### config.mk
export PLATFORM = sky130hd
export DESIGN_NAME = priority_task_scheduler_unit
export DESIGN_NICKNAME = d
export VERILOG_FILES = /design/src/hdl/pts_pkg.sv /design/src/hdl/pts_slot_table.sv /design/src/hdl/priority_task_scheduler_unit.sv
export SDC_FILE = /design/constraint.sdc
export NUM_CORES = 1
export LEC_CHECK = 0
export ABC_CLOCK_PERIOD_IN_PS = 7000
export BUFFER_PORTS_ARGS = -buffer_cell sky130_fd_sc_hd__buf_2
export CAP_MARGIN = 40
export CORE_MARGIN = 4
export CORE_UTILIZATION = 50
export DETAILED_ROUTE_END_ITERATION = 6
export PLACE_DENSITY = 0.76
export SYNTH_ARGS = -nofsm -noshare
export SYNTH_HDL_FRONTEND = slang
export SYNTH_SLANG_ARGS = --single-unit
### constraint.sdc
create_clock -name clk_i -period 7 [get_ports clk_i]
set_input_delay 0.35 -clock clk_i [delete_from_list [all_inputs] [get_ports clk_i]]
set_output_delay 0.35 -clock clk_i [all_outputs]
set_load 0.02 [all_outputs]
### src/hdl/pts_pkg.sv
// Shared types, codes and sizes of the priority task scheduler.
package pts_pkg;

  // Size of the task table
  localparam int unsigned TASK_SLOTS = 4;
  localparam int unsigned SLOT_W     = (TASK_SLOTS > 1) ? $clog2(TASK_SLOTS) : 1;
  localparam int unsigned CNT_W      = $clog2(TASK_SLOTS + 1);

  // Field widths of the stream payloads
  localparam int unsigned PRIO_W     = 8;
  localparam int unsigned TIME_W     = 32;
  localparam int unsigned IN_DATA_W  = 48;
  localparam int unsigned OUT_DATA_W = 80;

  // Priority that is never picked; also the start value of the best-so-far
  localparam logic [PRIO_W-1:0] PRIO_NONE = 8'd255;

  typedef enum logic [2:0] {
    ACT_TICK   = 3'd0,
    ACT_YIELD  = 3'd1,
    ACT_SLEEP  = 3'd2,
    ACT_CREATE = 3'd3,
    ACT_START  = 3'd4
  } pts_action_e;

  typedef enum logic [1:0] {
    STS_DONE    = 2'd0,
    STS_FULL    = 2'd1,
    STS_NO_TASK = 2'd2
  } pts_status_e;

  typedef enum logic [1:0] {
    SLOT_READY      = 2'd0,
    SLOT_RUNNING    = 2'd1,
    SLOT_BLOCKED    = 2'd2,
    SLOT_TERMINATED = 2'd3
  } pts_slot_e;

  typedef enum logic [2:0] {
    ST_IDLE,
    ST_EXEC,
    ST_SCAN,
    ST_RELEASE,
    ST_CLAIM,
    ST_RESULT
  } pts_fsm_e;

  // Write command into the slot table (one address per cycle)
  typedef struct packed {
    logic              state_we;
    pts_slot_e         state;
    logic              prio_we;
    logic [PRIO_W-1:0] prio;
    logic              wake_we;
    logic [TIME_W-1:0] wake;
  } pts_wr_t;

  // Slot entry seen at the table address
  typedef struct packed {
    pts_slot_e         state;
    logic [PRIO_W-1:0] prio;
    logic [TIME_W-1:0] wake;
  } pts_rd_t;

endpackage

### src/hdl/pts_slot_table.sv
// Task slot table: state, priority and wake time with one shared address.
module pts_slot_table import pts_pkg::*; (
  input  logic              clk_i,
  input  logic              rst_ni,
  input  logic [SLOT_W-1:0] idx_i,
  input  pts_wr_t           wr_i,
  output pts_rd_t           rd_o
);

  pts_slot_e         state_q [TASK_SLOTS];
  logic [PRIO_W-1:0] prio_q  [TASK_SLOTS];
  logic [TIME_W-1:0] wake_q  [TASK_SLOTS];

  // Hold slot states; every slot starts terminated
  always_ff @(posedge clk_i or negedge rst_ni) begin
    if (!rst_ni) begin
      for (int i = 0; i < TASK_SLOTS; i++) begin
        state_q[i] <= SLOT_TERMINATED;
      end
    end else if (wr_i.state_we) begin
      state_q[idx_i] <= wr_i.state;
    end
  end

  // Hold priority and wake time; both are written before they are read
  always_ff @(posedge clk_i) begin
    if (wr_i.prio_we) begin
      prio_q[idx_i] <= wr_i.prio;
    end
    if (wr_i.wake_we) begin
      wake_q[idx_i] <= wr_i.wake;
    end
  end

  // Read the addressed entry
  assign rd_o.state = state_q[idx_i];
  assign rd_o.prio  = prio_q[idx_i];
  assign rd_o.wake  = wake_q[idx_i];

endmodule

### src/hdl/priority_task_scheduler_unit.sv
// Priority task scheduler: event sequencer, slot scan and result register.
//
// Each input transaction is one scheduler event (tick, yield, sleep, create,
// start) and yields exactly one output transaction. An event is accepted in
// the idle step, executed in the exec step and loaded into the result register
// in the result step; once the scheduler is started, tick, yield and sleep
// add a scan of the created tasks through a single wake/priority comparator,
// plus a release step and a claim step when the pick causes a task switch.
// The slot table has one address port, which sets the one-slot-per-cycle
// scan. The input is not ready while an event is being worked on; a finished
// result waits in the output register and the block stalls in its last step
// only if the previous result has not been taken.
module priority_task_scheduler_unit import pts_pkg::*; (
  input  logic                  clk_i,
  input  logic                  rst_ni,
  // action[2:0], priority_req[10:3], sleep_ticks[42:11], zero[47:43]
  input  logic [IN_DATA_W-1:0]  s_axis_tdata,
  input  logic                  s_axis_tvalid,
  output logic                  s_axis_tready,
  // status[1:0], new_task_id[3:2], running_task[5:4], switched[6],
  // task_total[9:7], uptime[41:10], switch_total[73:42], zero[79:74]
  output logic [OUT_DATA_W-1:0] m_axis_tdata,
  output logic                  m_axis_tvalid,
  input  logic                  m_axis_tready
);

  pts_fsm_e          state_q, state_d;

  // Captured event
  logic [2:0]        action_q, action_d;
  logic [PRIO_W-1:0] prio_q, prio_d;
  logic [TIME_W-1:0] delay_q, delay_d;

  // Scheduler state
  logic [SLOT_W-1:0] running_q, running_d;
  logic [CNT_W-1:0]  cnt_q, cnt_d;
  logic [TIME_W-1:0] tick_q, tick_d;
  logic              started_q, started_d;
  logic [TIME_W-1:0] switch_total_q, switch_total_d;

  // Scan and per-event result
  logic [SLOT_W-1:0] idx_q, idx_d;
  logic [PRIO_W-1:0] best_q, best_d;
  logic [SLOT_W-1:0] sel_q, sel_d;
  pts_status_e       status_q, status_d;
  logic [SLOT_W-1:0] new_id_q, new_id_d;
  logic              sw_q, sw_d;

  // Output register
  logic [OUT_DATA_W-1:0] out_data_q, out_data_d;
  logic                  out_valid_q, out_valid_d;

  pts_wr_t tbl_wr;
  pts_rd_t tbl_rd;

  logic    in_fire;
  logic    out_free;
  logic    slot_wakes;
  logic    slot_ready;
  logic    slot_better;
  logic    scan_last;

  pts_slot_table u_slot_table (
    .clk_i  (clk_i),
    .rst_ni (rst_ni),
    .idx_i  (idx_q),
    .wr_i   (tbl_wr),
    .rd_o   (tbl_rd)
  );

  assign s_axis_tready = (state_q == ST_IDLE);
  assign in_fire       = s_axis_tvalid && s_axis_tready;
  assign out_free      = !out_valid_q || m_axis_tready;

  // Shared comparator: wake check and priority compare of the addressed slot
  assign slot_wakes  = (tbl_rd.state == SLOT_BLOCKED) && (tbl_rd.wake <= tick_q);
  assign slot_ready  = (tbl_rd.state == SLOT_READY) || slot_wakes;
  assign slot_better = slot_ready && (tbl_rd.prio < best_q);
  assign scan_last   = ((CNT_W'(idx_q) + CNT_W'(1)) == cnt_q);

  // Next state
  always_comb begin
    state_d = state_q;
    unique case (state_q)
      ST_IDLE: begin
        if (in_fire) begin
          state_d = ST_EXEC;
        end
      end
      ST_EXEC: begin
        state_d = ST_RESULT;
        if (started_q && ((action_q == ACT_TICK) || (action_q == ACT_YIELD) ||
                          (action_q == ACT_SLEEP))) begin
          state_d = ST_SCAN;
        end
      end
      ST_SCAN: begin
        if (scan_last) begin
          state_d = (sel_d != running_q) ? ST_RELEASE : ST_RESULT;
        end
      end
      ST_RELEASE: begin
        state_d = ST_CLAIM;
      end
      ST_CLAIM: begin
        state_d = ST_RESULT;
      end
      ST_RESULT: begin
        if (out_free) begin
          state_d = ST_IDLE;
        end
      end
      default: begin
        state_d = ST_IDLE;
      end
    endcase
  end

  // Datapath and table writes per state
  always_comb begin
    action_d       = action_q;
    prio_d         = prio_q;
    delay_d        = delay_q;
    running_d      = running_q;
    cnt_d          = cnt_q;
    tick_d         = tick_q;
    started_d      = started_q;
    switch_total_d = switch_total_q;
    idx_d          = idx_q;
    best_d         = best_q;
    sel_d          = sel_q;
    status_d       = status_q;
    new_id_d       = new_id_q;
    sw_d           = sw_q;
    out_data_d     = out_data_q;
    out_valid_d    = out_valid_q;
    tbl_wr         = '0;
    tbl_wr.state   = SLOT_READY;
    tbl_wr.prio    = prio_q;

    // Drop a delivered result
    if (out_valid_q && m_axis_tready) begin
      out_valid_d = 1'b0;
    end

    unique case (state_q)
      ST_IDLE: begin
        // Capture the event and aim the table address at its slot
        if (in_fire) begin
          action_d = s_axis_tdata[2:0];
          prio_d   = s_axis_tdata[10:3];
          delay_d  = s_axis_tdata[42:11];
          status_d = STS_DONE;
          new_id_d = '0;
          sw_d     = 1'b0;
          priority case (s_axis_tdata[2:0])
            ACT_SLEEP:  idx_d = running_q;
            ACT_CREATE: idx_d = SLOT_W'(cnt_q);
            default:    idx_d = '0;
          endcase
        end
      end
      ST_EXEC: begin
        priority case (action_q)
          ACT_TICK: begin
            tick_d = tick_q + TIME_W'(1);
          end
          ACT_SLEEP: begin
            tbl_wr.state_we = 1'b1;
            tbl_wr.state    = SLOT_BLOCKED;
            tbl_wr.wake_we  = 1'b1;
            tbl_wr.wake     = tick_q + delay_q;
          end
          ACT_CREATE: begin
            if (cnt_q == CNT_W'(TASK_SLOTS)) begin
              status_d = STS_FULL;
            end else begin
              tbl_wr.state_we = 1'b1;
              tbl_wr.state    = SLOT_READY;
              tbl_wr.prio_we  = 1'b1;
              tbl_wr.wake_we  = 1'b1;
              tbl_wr.wake     = '0;
              new_id_d        = idx_q;
              cnt_d           = cnt_q + CNT_W'(1);
            end
          end
          ACT_START: begin
            if (cnt_q == '0) begin
              status_d = STS_NO_TASK;
            end else begin
              tbl_wr.state_we = 1'b1;
              tbl_wr.state    = SLOT_RUNNING;
              running_d       = '0;
              started_d       = 1'b1;
            end
          end
          default: begin
          end
        endcase
        // Prepare the scan from slot zero
        idx_d  = '0;
        best_d = PRIO_NONE;
        sel_d  = '0;
      end
      ST_SCAN: begin
        // Wake the slot if due, then keep it if strictly better
        if (slot_wakes) begin
          tbl_wr.state_we = 1'b1;
          tbl_wr.state    = SLOT_READY;
        end
        if (slot_better) begin
          best_d = tbl_rd.prio;
          sel_d  = idx_q;
        end
        idx_d = scan_last ? running_q : idx_q + SLOT_W'(1);
      end
      ST_RELEASE: begin
        // Return the old running slot to ready
        if (tbl_rd.state == SLOT_RUNNING) begin
          tbl_wr.state_we = 1'b1;
          tbl_wr.state    = SLOT_READY;
        end
        idx_d = sel_q;
      end
      ST_CLAIM: begin
        // Make the pick the running slot and count the switch
        tbl_wr.state_we = 1'b1;
        tbl_wr.state    = SLOT_RUNNING;
        running_d       = sel_q;
        switch_total_d  = switch_total_q + TIME_W'(1);
        sw_d            = 1'b1;
      end
      ST_RESULT: begin
        // Load the result once the output register is free
        if (out_free) begin
          out_valid_d = 1'b1;
          out_data_d  = {6'd0, switch_total_q, tick_q, 3'(cnt_q), sw_q,
                         2'(running_q), 2'(new_id_q), status_q};
        end
      end
      default: begin
      end
    endcase
  end

  // Control registers
  always_ff @(posedge clk_i or negedge rst_ni) begin
    if (!rst_ni) begin
      state_q        <= ST_IDLE;
      running_q      <= '0;
      cnt_q          <= '0;
      tick_q         <= '0;
      started_q      <= 1'b0;
      switch_total_q <= '0;
      out_valid_q    <= 1'b0;
    end else begin
      state_q        <= state_d;
      running_q      <= running_d;
      cnt_q          <= cnt_d;
      tick_q         <= tick_d;
      started_q      <= started_d;
      switch_total_q <= switch_total_d;
      out_valid_q    <= out_valid_d;
    end
  end

  // Payload registers
  always_ff @(posedge clk_i) begin
    action_q   <= action_d;
    prio_q     <= prio_d;
    delay_q    <= delay_d;
    idx_q      <= idx_d;
    best_q     <= best_d;
    sel_q      <= sel_d;
    status_q   <= status_d;
    new_id_q   <= new_id_d;
    sw_q       <= sw_d;
    out_data_q <= out_data_d;
  end

  assign m_axis_tdata  = out_data_q;
  assign m_axis_tvalid = out_valid_q;

  // A started scheduler always has at least one task
  a_started_has_task: assert property (@(posedge clk_i) disable iff (!rst_ni)
    started_q |-> (cnt_q != '0))
    else $error("scheduler started with an empty task table");

  // The task count never exceeds the table size
  a_cnt_bounded: assert property (@(posedge clk_i) disable iff (!rst_ni)
    cnt_q <= CNT_W'(TASK_SLOTS))
    else $error("task count beyond table size");

  // The switch counter moves only in the claim step
  a_switch_in_claim: assert property (@(posedge clk_i) disable iff (!rst_ni)
    (switch_total_q != $past(switch_total_q)) |-> ($past(state_q) == ST_CLAIM))
    else $error("switch counter changed outside claim step");

  // An accepted event keeps the input busy in the following cycle
  a_busy_after_accept: assert property (@(posedge clk_i) disable iff (!rst_ni)
    in_fire |=> !s_axis_tready)
    else $error("input ready right after accepting an event");

endmodule

==> results of run 1 <==
==> critical path, cell delays in order, from the launching register on <==
cell and delay (ps):
dfrtp_1 490, ha_1 240, inv_1 60, fa_1 400, nor2b_1 180, o21a_1 170, o21ai_0 150, a21oi_1 470
a221oi_1 310, o22a_1 270, a2111oi_0 960, nor3_1 100, nor3b_1 410
==> placed cells by master, fill, tap and decap left out, types with 9 or more instances in the layout <==
cell type | synthesis | routed
edfxtp_1 | 292 | 292
buf_2 | 1 | 121
ha_1 | 78 | 78
nand2_1 | 74 | 74
dfrtp_1 | 74 | 74
nor2_1 | 69 | 69
xnor2_1 | 63 | 63
inv_1 | 59 | 59
a21oi_1 | 51 | 51
mux4_2 | 42 | 42
clkbuf_16 | 0 | 41
dlygate4sd3_1 | 0 | 39
o21ai_0 | 33 | 33
nand3_1 | 27 | 27
xor2_1 | 25 | 25
nor3_1 | 24 | 23
nand4_1 | 22 | 22
a21o_1 | 20 | 20
and3_1 | 16 | 16
clkbuf_1 | 16 | 13
and2_1 | 14 | 9
or3_1 | 9 | 9
==> repair_timing <==
action / CTS / global route
hold buffers: 39 / 0
endpoints found under the hold margin: 68 / 0
setup endpoints to repair: 0 / 0
==> cell families after synthesis <==
group                      Yosys count  synth area share
DFF                                378            0.6559
and+or+nand+nor                    302           0.09274
AOI/OAI and AO/OA                  153           0.05777
buffers and inverters               89           0.02196
xor gates and xnor gates            88           0.04633
adders and majority gates           79           0.05987
muxes                               55           0.06521
other                                1         0.0002254
==> sequential cells by signal (all words and copies together) (netlist names), 2 cells and up, named ones only <==
register and cells:
action_q 3, switch_total_q 32, sel_q 2, tick_q 32, u_slot_table.prio_q 32, u_slot_table.state_q 8, running_q 2, prio_q 8
best_q 8, u_slot_table.wake_q 128, cnt_q 3, delay_q 32, new_id_q 2, m_axis_tdata 74, state_q 3, idx_q 2
status_q 2
==> where the power goes <==
| part | internal [mW] | leakage [nW] | switching, mW | total [mW] |
|---|---|---|---|---|
| Combinational | 0.714 | 3.05 | 1.09 | 1.81 |
| Clock | 1.21 | 0.621 | 0.821 | 2.03 |
| Sequential | 2.85 | 3.85 | 0.192 | 3.05 |
==> worst paths after layout <==
kind	depth (start not counted)	from	slack, ps	to
max reg2reg	12	tick_q[0]$_DFFE_PN0P_	2520	u_slot_table.wake_q[1][30]$_DFFE_PP_
min in group asynchronous	2	rst_ni	210	switch_total_q[4]$_DFFE_PN0P_
min	1	s_axis_tdata[5]	20	prio_q[2]$_DFFE_PP_
max	12	tick_q[0]$_DFFE_PN0P_	2520	u_slot_table.wake_q[1][30]$_DFFE_PP_
min reg2reg	0	status_q[1]$_SDFFCE_PN0P_	420	m_axis_tdata[1]$_DFFE_PP_
max in group asynchronous	4	rst_ni	5860	u_slot_table.state_q[2]$_DFFE_PN1P_
==> per-layer routing <==
| metal | vias to the layer above | GRT usage |
|---|---|---|
| li1 | 4682 | - |
| met1 | 4980 | 0.2692 |
| met2 | 394 | 0.3056 |
| met3 | 58 | 0.03222 |
| met4 | 0 | 0.04365 |
| met5 | - | 0 |
==> stage by stage <==
step	instance area, sq um	total power, mW	util
after floorplan	16650	4.327	-
after global placement	17740	4.778	0.5425
after detailed placement	17900	4.871	0.5474
after global routing	19560	7.227	0.5981
final	19560	6.886	0.5981
after CTS	19560	6.932	0.5981
==> cell type report <==
cell class                      count  area, sq um
Fill cell                        2513        13140
Sequential cell                   378        10910
Multi-Input combinational cell    683         5389
Timing Repair Buffer              175         1217
Clock buffer                       60         1157
Tap cell                          442        553.0
Inverter                           59        221.5
Clock inverter                     11        110.1
==> results.yml, run 1 <==
clock_tree:
  cts_tree: "yes"
  post-cts-setup-buffers: 0
  library_cell_used_as_clock_root_buffer: "clkbuf_16"
  cts_buffers: 39
  h-tree-depth: 2
  cts.sink_count: 378
  cts-resized-gates: 0
  cts_max_path_buffers: 3
  post_cts_clock_slew_at_the_launch_and_capture_registers_of_the_worst_setup_and_hold_paths_ps: 60
  clk-insertion-delay-late_ps: 530
sta:
  max_slew.worst_pin.slew_ps: 1128
  rsz0062_at_grt: "no"
  setup_viol_count_final: 0
  timing.hold.ws_ps: 15.33
  timing.clock.skew_ps: 14.86
  fin_crit_sh: 0.6395
  drv_slew: 0
  max-slew-margin-rel: 0.2283
  final_setup_tns_ps: 0
  final.min_clock_period_ps: 4476
  hold_violations: 0
  clock.fmax_mhz: 223.4
  fin_ws_ps: 2524
floorplan:
  design.die.area_sq_um: 36250
  effective_utilization_at_floorplan: 0.5087
  number_of_top_level_pins: 134
  fp.dieH_um: 190.4
  placementRows: 66
  chipWidth_um: 190.4
  fp.coreArea_sq_um: 32700
critical_path:
  critPathRequiredTime_ps: 7280
  worst_path_arrival_time_ps: 4760
  path_max_fanout: 7
  endpoint_kind: "flip-flop"
  setup.worst_path.start_class: "flip-flop"
  path_class: "flip-flop to flip-flop"
route:
  vias: 10110
  routed_wirelength_mm: 34.21
  top_layer_used: "met4"
  routedLengthMet1_mm: 14.96
  drt_pass1_iterations: 5
  routed_wire_length_per_instance_um: 18.92
  detail_route.iter0.violations: 702
  route.detailed.drc: 0
  met3_wirelength_mm: 2.371
  detail_route.vias_per_cell: 5.594
  wl_met2_mm: 16.17
  postRouteAntennaNets: 0
cells_and_area:
  post_route_non_filler_standard_cell_count: 1808
  layout-area-overhead-vs-synth_pct: 17.59
  fraction_of_final_layout_cells_sized_beyond_drive_strength_1: 0.1977
  nNetsFinal: 1467
  insertedDiodeCount: 0
global_routing:
  globalRoute.totalOverflow: 0
  grtUsageTotal: 0.1879
  grt_start_max_net_pins: 57
  grt_pass1_vias: 10130
  grt_pass1_wl_mm: 54.04
  antenna_found_initial: 0
power_and_ir_drop:
  power_per_cell_area_nw_per_um2: 352.0
  static-leakage-power_nw: 7.521
  ir_drop_worst_case_vdd_v: 0.0002138
logic_synthesis:
  synth.distinct_cells: 70
  number_of_standard_cells_after_synthesis: 1145
  synth_flop_cell: "edfxtp_1"
  yosys_warnings: 0
  netlist.top_cell.by_area: "edfxtp_1"
  synthDominantCellAreaShare: 0.5271
  synth-seq-area-share: 0.6559
  post_synth.cell_area_avg_sq_um: 14.53
  ys_async_rst_share: 0.2169
  count_of_flip_flops_with_a_built_in_enable_after_synthesis: 292
  synth.top_cells.by_area: "edfxtp_1 (53%), dfrtp_1 (11%), ha_1 (5.9%), mux4_2 (5.7%), xnor2_1 (3.3%)"
  postSynthRegisterBits: 378
  most_frequently_used_cell_type_in_the_post_synthesis_netlist: "edfxtp_1"
  netlist_area_sq_um: 16630
  ys_top_cells_by_count: "edfxtp_1 (292), ha_1 (78), dfrtp_1 (74), nand2_1 (74), nor2_1 (69)"
placement:
  number_of_port_buffers: 122
  pre_cts_ws_ps: 2786
  routabilityCongestion: 0.8279
  dp.cells: 1698
  place.detailed.hpwl_mm: 22.98
run_status:
  outcome: "completed"
run:
  max_cap_viol_count: 0
min_path:
  worstHoldPathType: "primary input to flip-flop"
Power figures use the tool's default switching activity.
==> run 2: changes to the inputs <==
--- a/config.mk
+++ b/config.mk
@@ -5,7 +5,8 @@
 export SDC_FILE = /design/constraint.sdc
 export NUM_CORES = 1
 export LEC_CHECK = 0
-export ABC_CLOCK_PERIOD_IN_PS = 7000
+export ABC_AREA = 1
+export ABC_CLOCK_PERIOD_IN_PS = 4200
 export BUFFER_PORTS_ARGS = -buffer_cell sky130_fd_sc_hd__buf_2
 export CAP_MARGIN = 40
 export CORE_MARGIN = 4
==> constraint.sdc (replaced) <==
create_clock -name clk_i -period 4.2 [get_ports clk_i]
set_input_delay 0.21 -clock clk_i [delete_from_list [all_inputs] [get_ports clk_i]]
set_output_delay 0.21 -clock clk_i [all_outputs]
set_load 0.02 [all_outputs]
==> run 2 against run 1 <==
Effect of this change:
- first-iteration DRC count increased by 17%
- sequential power grew 67%
- register-to-register slack worse by 2000 ps
- non-clock buffer count grew 9
- flip-flop and latch count did not move
- hold slack improved by 120 ps
- die area grew 3.8%
- via count is 19% higher
==> results.yml, run 2 <==
route:
  vias: 12040
  routed_wire_length_per_instance_um: 17.73
  routed_wirelength_mm: 39.25
  postRouteAntennaNets: 0
  detail_route.iter0.violations: 821
  detail_route.vias_per_cell: 5.439
  drt_pass1_iterations: 5
  route.detailed.drc: 0
floorplan:
  fp.coreArea_sq_um: 33780
  fp.dieH_um: 194.0
  number_of_top_level_pins: 134
  effective_utilization_at_floorplan: 0.5118
  design.die.area_sq_um: 37620
  chipWidth_um: 194.0
  placementRows: 67
power_and_ir_drop:
  power_per_cell_area_nw_per_um2: 601.4
  static-leakage-power_nw: 8.380
  ir_drop_worst_case_vdd_v: 0.0003461
cells_and_area:
  insertedDiodeCount: 0
  nNetsFinal: 1865
  layout-area-overhead-vs-synth_pct: 17.86
  postLayoutCoreUtil: 0.6032
  nFillCells: 2641
  largest_reg_flops: 128
  registers.top_by_ff_count: "u_slot_table.wake_q"
  post_route_non_filler_standard_cell_count: 2214
  final_common_cell: "edfxtp_1"
  fraction_of_final_layout_cells_sized_beyond_drive_strength_1: 0.1478
  most_frequent_cells_in_the_layout: "edfxtp_1 (292), nand2_1 (221), inv_1 (159)"
placement:
  place.detailed.hpwl_mm: 26.49
  number_of_port_buffers: 122
  dp.cells: 2095
  routabilityCongestion: 0.9010
critical_path:
  worst_path_arrival_time_ps: 3940
  rrSetupSlack_ps: 560
  setup.worst_path.start_class: "flip-flop"
  path_max_fanout: 5
  path_class: "flip-flop to flip-flop"
  critPathRequiredTime_ps: 4500
  endpoint_kind: "flip-flop"
global_routing:
  grt_pass1_vias: 12050
  grt_start_max_net_pins: 81
  globalRoute.totalOverflow: 0
  grtUsageTotal: 0.2054
  grt_pass1_wl_mm: 62.54
  antenna_found_initial: 0
logic_synthesis:
  most_frequently_used_cell_type_in_the_post_synthesis_netlist: "edfxtp_1"
  netlist.top_cell.by_area: "edfxtp_1"
  synth.distinct_cells: 57
  ys_top_cells_by_count: "edfxtp_1 (292), nand2_1 (221), nor2_1 (161), inv_1 (159), o21ai_0 (136)"
  post_synth.cell_area_avg_sq_um: 11.23
  yosys_warnings: 0
  postSynthRegisterBits: 378
  synthDominantCellAreaShare: 0.5071
  count_of_flip_flops_with_a_built_in_enable_after_synthesis: 292
  synth.top_cells.by_area: "edfxtp_1 (51%), dfrtp_1 (11%), ha_1 (5.6%), nand2_1 (4.8%), o21ai_0 (3.9%)"
  ys_async_rst_share: 0.2169
  synth-seq-area-share: 0.6310
  number_of_standard_cells_after_synthesis: 1540
  netlist_area_sq_um: 17290
  synth_flop_cell: "edfxtp_1"
sta:
  setup_viol_count_final: 0
  drv_slew: 0
  max-slew-margin-rel: 0.4381
  max_slew.worst_pin.slew_ps: 839.8
  clock.fmax_mhz: 274.4
  final_setup_tns_ps: 0
  hold_violations: 0
  rsz0062_at_grt: "no"
  final.min_clock_period_ps: 3644
  timing.clock.skew_ps: 26.72
  fin_crit_sh: 0.8676
clock_tree:
  post-cts-setup-buffers: 0
  library_cell_used_as_clock_root_buffer: "clkbuf_16"
  h-tree-depth: 2
  postCtsHoldBufs: 45
  cts_buffers: 40
  cts_tree: "yes"
  cts_max_path_buffers: 3
  post_cts_clock_slew_at_the_launch_and_capture_registers_of_the_worst_setup_and_hold_paths_ps: 60
  cts.sink_count: 378
  clk-insertion-delay-late_ps: 540
  cts-resized-gates: 0
min_path:
  worstHoldPathType: "primary input to flip-flop"
run_status:
  outcome: "completed"
run:
  max_cap_viol_count: 0
run 2: worst max-delay path: stages, from the launching register on:
cell	delay, ps
dfrtp_1	450
ha_1	240
inv_1	60
fa_1	350
inv_1	90
nand3_1	70
nand2_1	110
nand2_1	70
nand2_1	100
a21oi_1	90
o21ai_0	430
a21boi_0	230
o21ai_0	330
nand2_1	110
nand2_1	140
nand2_1	70
nand2_1	80
o21ai_0	70
a21oi_1	330
run 2: through the flow:
stage | power (mW) | instance area, sq um | hold slack [ps] | setup slack, ps
global placement | 8.416 | 18520 | 286.7 | 719.1
floorplan | 7.131 | 17310 | -85.59 | 782.1
global route | 12.98 | 20380 | 169.3 | 243.1
detailed placement | 8.568 | 18520 | 293.0 | 621.6
CTS | 12.35 | 20380 | 111.2 | 610.6
finish | 12.26 | 20380 | 133.0 | 556.0
run 2: area by class of cell:
class,instances,area [sq um],area share
Clock buffer,50,1132,0.05556
Clock inverter,24,272.8,0.01338
Inverter,164,618.1,0.03033
Multi-Input combinational cell,966,5643,0.2769
Sequential cell,378,10910,0.5354
Tap cell,448,560.5,0.02750
Timing Repair Buffer,184,1241,0.06090
run 2: cell families (layout without fill, tap and decap cells):
group / count (synthesis) / in the layout / synth area share
and+or+nand+nor: 521 / 521 / 0.1396
DFF: 378 / 378 / 0.6310
AOI/OAI and AO/OA: 294 / 294 / 0.09298
buffers and inverters: 201 / 422 / 0.04522
adders and majority gates: 79 / 79 / 0.05760
xor gates and xnor gates: 66 / 66 / 0.03343
other: 1 / 6 / 0.0002169
run 2: power breakdown:
part	total, mW	switching [mW]	internal [mW]	leakage [nW]
clock network	3.70	1.46	2.23	0.681
registers	5.08	0.318	4.76	3.76
logic	3.48	2.35	1.12	3.94
run 2: worst paths after layout:
path / startpoint / endpoint / cells after the start
min in group asynchronous: rst_ni / state_q[0]$_DFFE_PN0P_ / 2
worst min-delay path: s_axis_tvalid / state_q[2]$_DFFE_PN0P_ / 5
worst max-delay path: tick_q[0]$_DFFE_PN0P_ / u_slot_table.wake_q[0][24]$_DFFE_PP_ / 18
worst max register to register: tick_q[0]$_DFFE_PN0P_ / u_slot_table.wake_q[0][24]$_DFFE_PP_ / 18
worst min register to register: sw_q$_DFFE_PP_ / m_axis_tdata[6]$_DFFE_PP_ / 0
max in group asynchronous: rst_ni / switch_total_q[30]$_DFFE_PN0P_ / 3
run 2: per-layer routing:
metal	track usage	share of wire	vias up
met5	0	0	-
met4	0.06927	0.031	0
met3	0.03545	0.065	86
met2	0.3499	0.49	370
met1	0.2687	0.42	5814
li1	-	-	5771
==> run 3: changes to the inputs <==
--- a/config.mk
+++ b/config.mk
@@ -6,7 +6,6 @@
 export NUM_CORES = 1
 export LEC_CHECK = 0
 export ABC_AREA = 1
-export ABC_CLOCK_PERIOD_IN_PS = 4200
 export BUFFER_PORTS_ARGS = -buffer_cell sky130_fd_sc_hd__buf_2
 export CAP_MARGIN = 40
 export CORE_MARGIN = 4
==> constraint.sdc (replaced) <==
create_clock -name clk_i -period 4.2 [get_ports clk_i]
set_input_delay 0.84 -clock clk_i [delete_from_list [all_inputs] [get_ports clk_i]]
set_output_delay 0.84 -clock clk_i [all_outputs]
set_load 0.02 [all_outputs]
==> run 3 against run 2 <==
Effect of this change:
- wire length is 0.96% lower
- combinational power is 2% lower
- clock power is 11% lower
- final cell count is 2.1% lower
- die area stayed put
- sequential share of layout area is 1.8 points higher
- sequential power hardly changed
- largest cell class unchanged
- utilization is 1.9 points lower
- flip-flop and latch count stayed put
- setup slack better by 88 ps
- non-clock buffer count is 43 lower
==> results.yml, run 3 (same netlist as run 2, synthesis figures left out) <==
run_status:
  outcome: "completed"
route:
  detail_route.vias_per_cell: 5.475
  met3_wirelength_mm: 2.403
  top_layer_used: "met4"
  routed_wirelength_mm: 38.88
  routed_wire_length_per_instance_um: 17.93
  routedLengthMet1_mm: 16.49
  vias: 11870
  postRouteAntennaNets: 0
  wl_met2_mm: 18.83
  drt_pass1_iterations: 5
  detail_route.iter0.violations: 829
  route.detailed.drc: 0
cells_and_area:
  final_common_cell: "edfxtp_1"
  nNetsFinal: 1821
  layout-area-overhead-vs-synth_pct: 14.08
  fraction_of_final_layout_cells_sized_beyond_drive_strength_1: 0.1477
  registers.top_by_ff_count: "u_slot_table.wake_q"
  nFillCells: 2738
  insertedDiodeCount: 0
  largest_reg_flops: 128
  most_frequent_cells_in_the_layout: "edfxtp_1 (292), nand2_1 (221), inv_1 (159)"
critical_path:
  critical_path.n_buffers_inverters: 2
  worstPathCellList: "ha_1, inv_1, fa_1, inv_1, nand3_1, nand2_1, nand2_1, nand2_1, a21oi_1, o21ai_0, a21boi_0, o21ai_0, nand2_1, nand2_1, nand2_1, nand2_1, o21ai_0, a21oi_1"
  worst_path_arrival_time_ps: 3850
  setup.worst_path.start_class: "flip-flop"
  critPathRequiredTime_ps: 4500
  crit_path_top_delay_cell: "dfrtp_1"
  cp_top_family: "compound AO/OA/AOI/OAI gates"
  path_class: "flip-flop to flip-flop"
  crit_path_max_incr_delay_ps: 440
  path_max_fanout: 5
  endpoint_kind: "flip-flop"
  worst_path_most_repeated_cell: "nand2_1"
sta:
  max_slew.worst_pin.slew_ps: 908.6
  drv_slew: 0
  max-slew-margin-rel: 0.3943
  setup_viol_count_final: 0
  final_setup_tns_ps: 0
  rsz0062_at_grt: "no"
  timing.clock.skew_ps: 13.17
  clock.fmax_mhz: 281.2
  hold_violations: 0
  fin_crit_sh: 0.8467
  final.min_clock_period_ps: 3556
floorplan:
  chipWidth_um: 194.0
  design.die.area_sq_um: 37620
  effective_utilization_at_floorplan: 0.5118
  fp.dieH_um: 194.0
  number_of_top_level_pins: 134
  fp.coreArea_sq_um: 33780
  placementRows: 67
global_routing:
  grt_pass1_vias: 11900
  grt_start_max_net_pins: 61
  antenna_found_initial: 0
  grt_pass1_wl_mm: 62.04
  globalRoute.totalOverflow: 0
  grtUsageTotal: 0.2026
clock_tree:
  post-cts-setup-buffers: 0
  cts_tree: "yes"
  cts_max_path_buffers: 3
  cts-resized-gates: 0
  cts_buffers: 39
  postCtsHoldBufs: 0
  clk-insertion-delay-late_ps: 520
  post_cts_clock_slew_at_the_launch_and_capture_registers_of_the_worst_setup_and_hold_paths_ps: 60
  library_cell_used_as_clock_root_buffer: "clkbuf_16"
  cts.sink_count: 378
  h-tree-depth: 2
power_and_ir_drop:
  power_per_cell_area_nw_per_um2: 596.5
  static-leakage-power_nw: 8.101
  ir_drop_worst_case_vdd_v: 0.0003486
  total_power_mw: 11.77
placement:
  number_of_port_buffers: 122
  routabilityCongestion: 0.8944
  place.detailed.hpwl_mm: 26.53
min_path:
  worstHoldPathType: "flip-flop to flip-flop"
run:
  max_cap_viol_count: 0
-- run 3: per-layer routing --
metal,global-route usage,vias up
met2,0.3465,418
met4,0.06589,0
met3,0.03388,81
met5,0,-
li1,-,5690
met1,0.2655,5681
-- run 3: layout make-up --
class | instances | area, sq um | area share
Inverter | 164 | 618.1 | 0.03133
Timing Repair Buffer | 141 | 768.2 | 0.03894
Clock inverter | 16 | 126.4 | 0.006406
Clock buffer | 55 | 1099 | 0.05569
Tap cell | 448 | 560.5 | 0.02842
Sequential cell | 378 | 10910 | 0.5532
Multi-Input combinational cell | 966 | 5643 | 0.2861
-- run 3: report_power, final --
group	switching [mW]	total [mW]	leakage (nW)	internal [mW]
clock	1.39	3.30	0.596	1.90
combinational	2.36	3.42	3.75	1.07
sequential	0.282	5.05	3.76	4.76
-- run 3: worst paths after layout --
path | endpoint | slack [ps] | cells past startpoint | start
min in group asynchronous | switch_total_q[1]$_DFFE_PN0P_ | 440 | 1 | rst_ni
min reg2reg | m_axis_tdata[6]$_DFFE_PP_ | 420 | 0 | sw_q$_DFFE_PP_
max | u_slot_table.wake_q[2][24]$_DFFE_PP_ | 640 | 18 | tick_q[0]$_DFFE_PN0P_
max in group asynchronous | switch_total_q[27]$_DFFE_PN0P_ | 2920 | 2 | rst_ni
min | m_axis_tdata[6]$_DFFE_PP_ | 420 | 0 | sw_q$_DFFE_PP_
max reg2reg | u_slot_table.wake_q[2][24]$_DFFE_PP_ | 640 | 18 | tick_q[0]$_DFFE_PN0P_
-- run 3: metrics by stage --
| step | instances | area (sq um) | hold WS, ps | util | worst slack, ps |
|---|---|---|---|---|---|
| 4_1_cts | 2168 | 19730 | 418.5 | 0.5839 | 691.1 |
| 2_1_floorplan | 1545 | 17310 | 400.3 | - | 782.1 |
| 3_5_place_dp | 2097 | 18500 | 404.5 | 0.5476 | 743.2 |
| 6_report | 2168 | 19730 | 417.2 | 0.5839 | 643.8 |
| 3_3_place_gp | 2097 | 18500 | 406.3 | 0.5476 | 816.7 |
| 5_1_grt | 2168 | 19730 | 431.6 | 0.5839 | 324.1 |
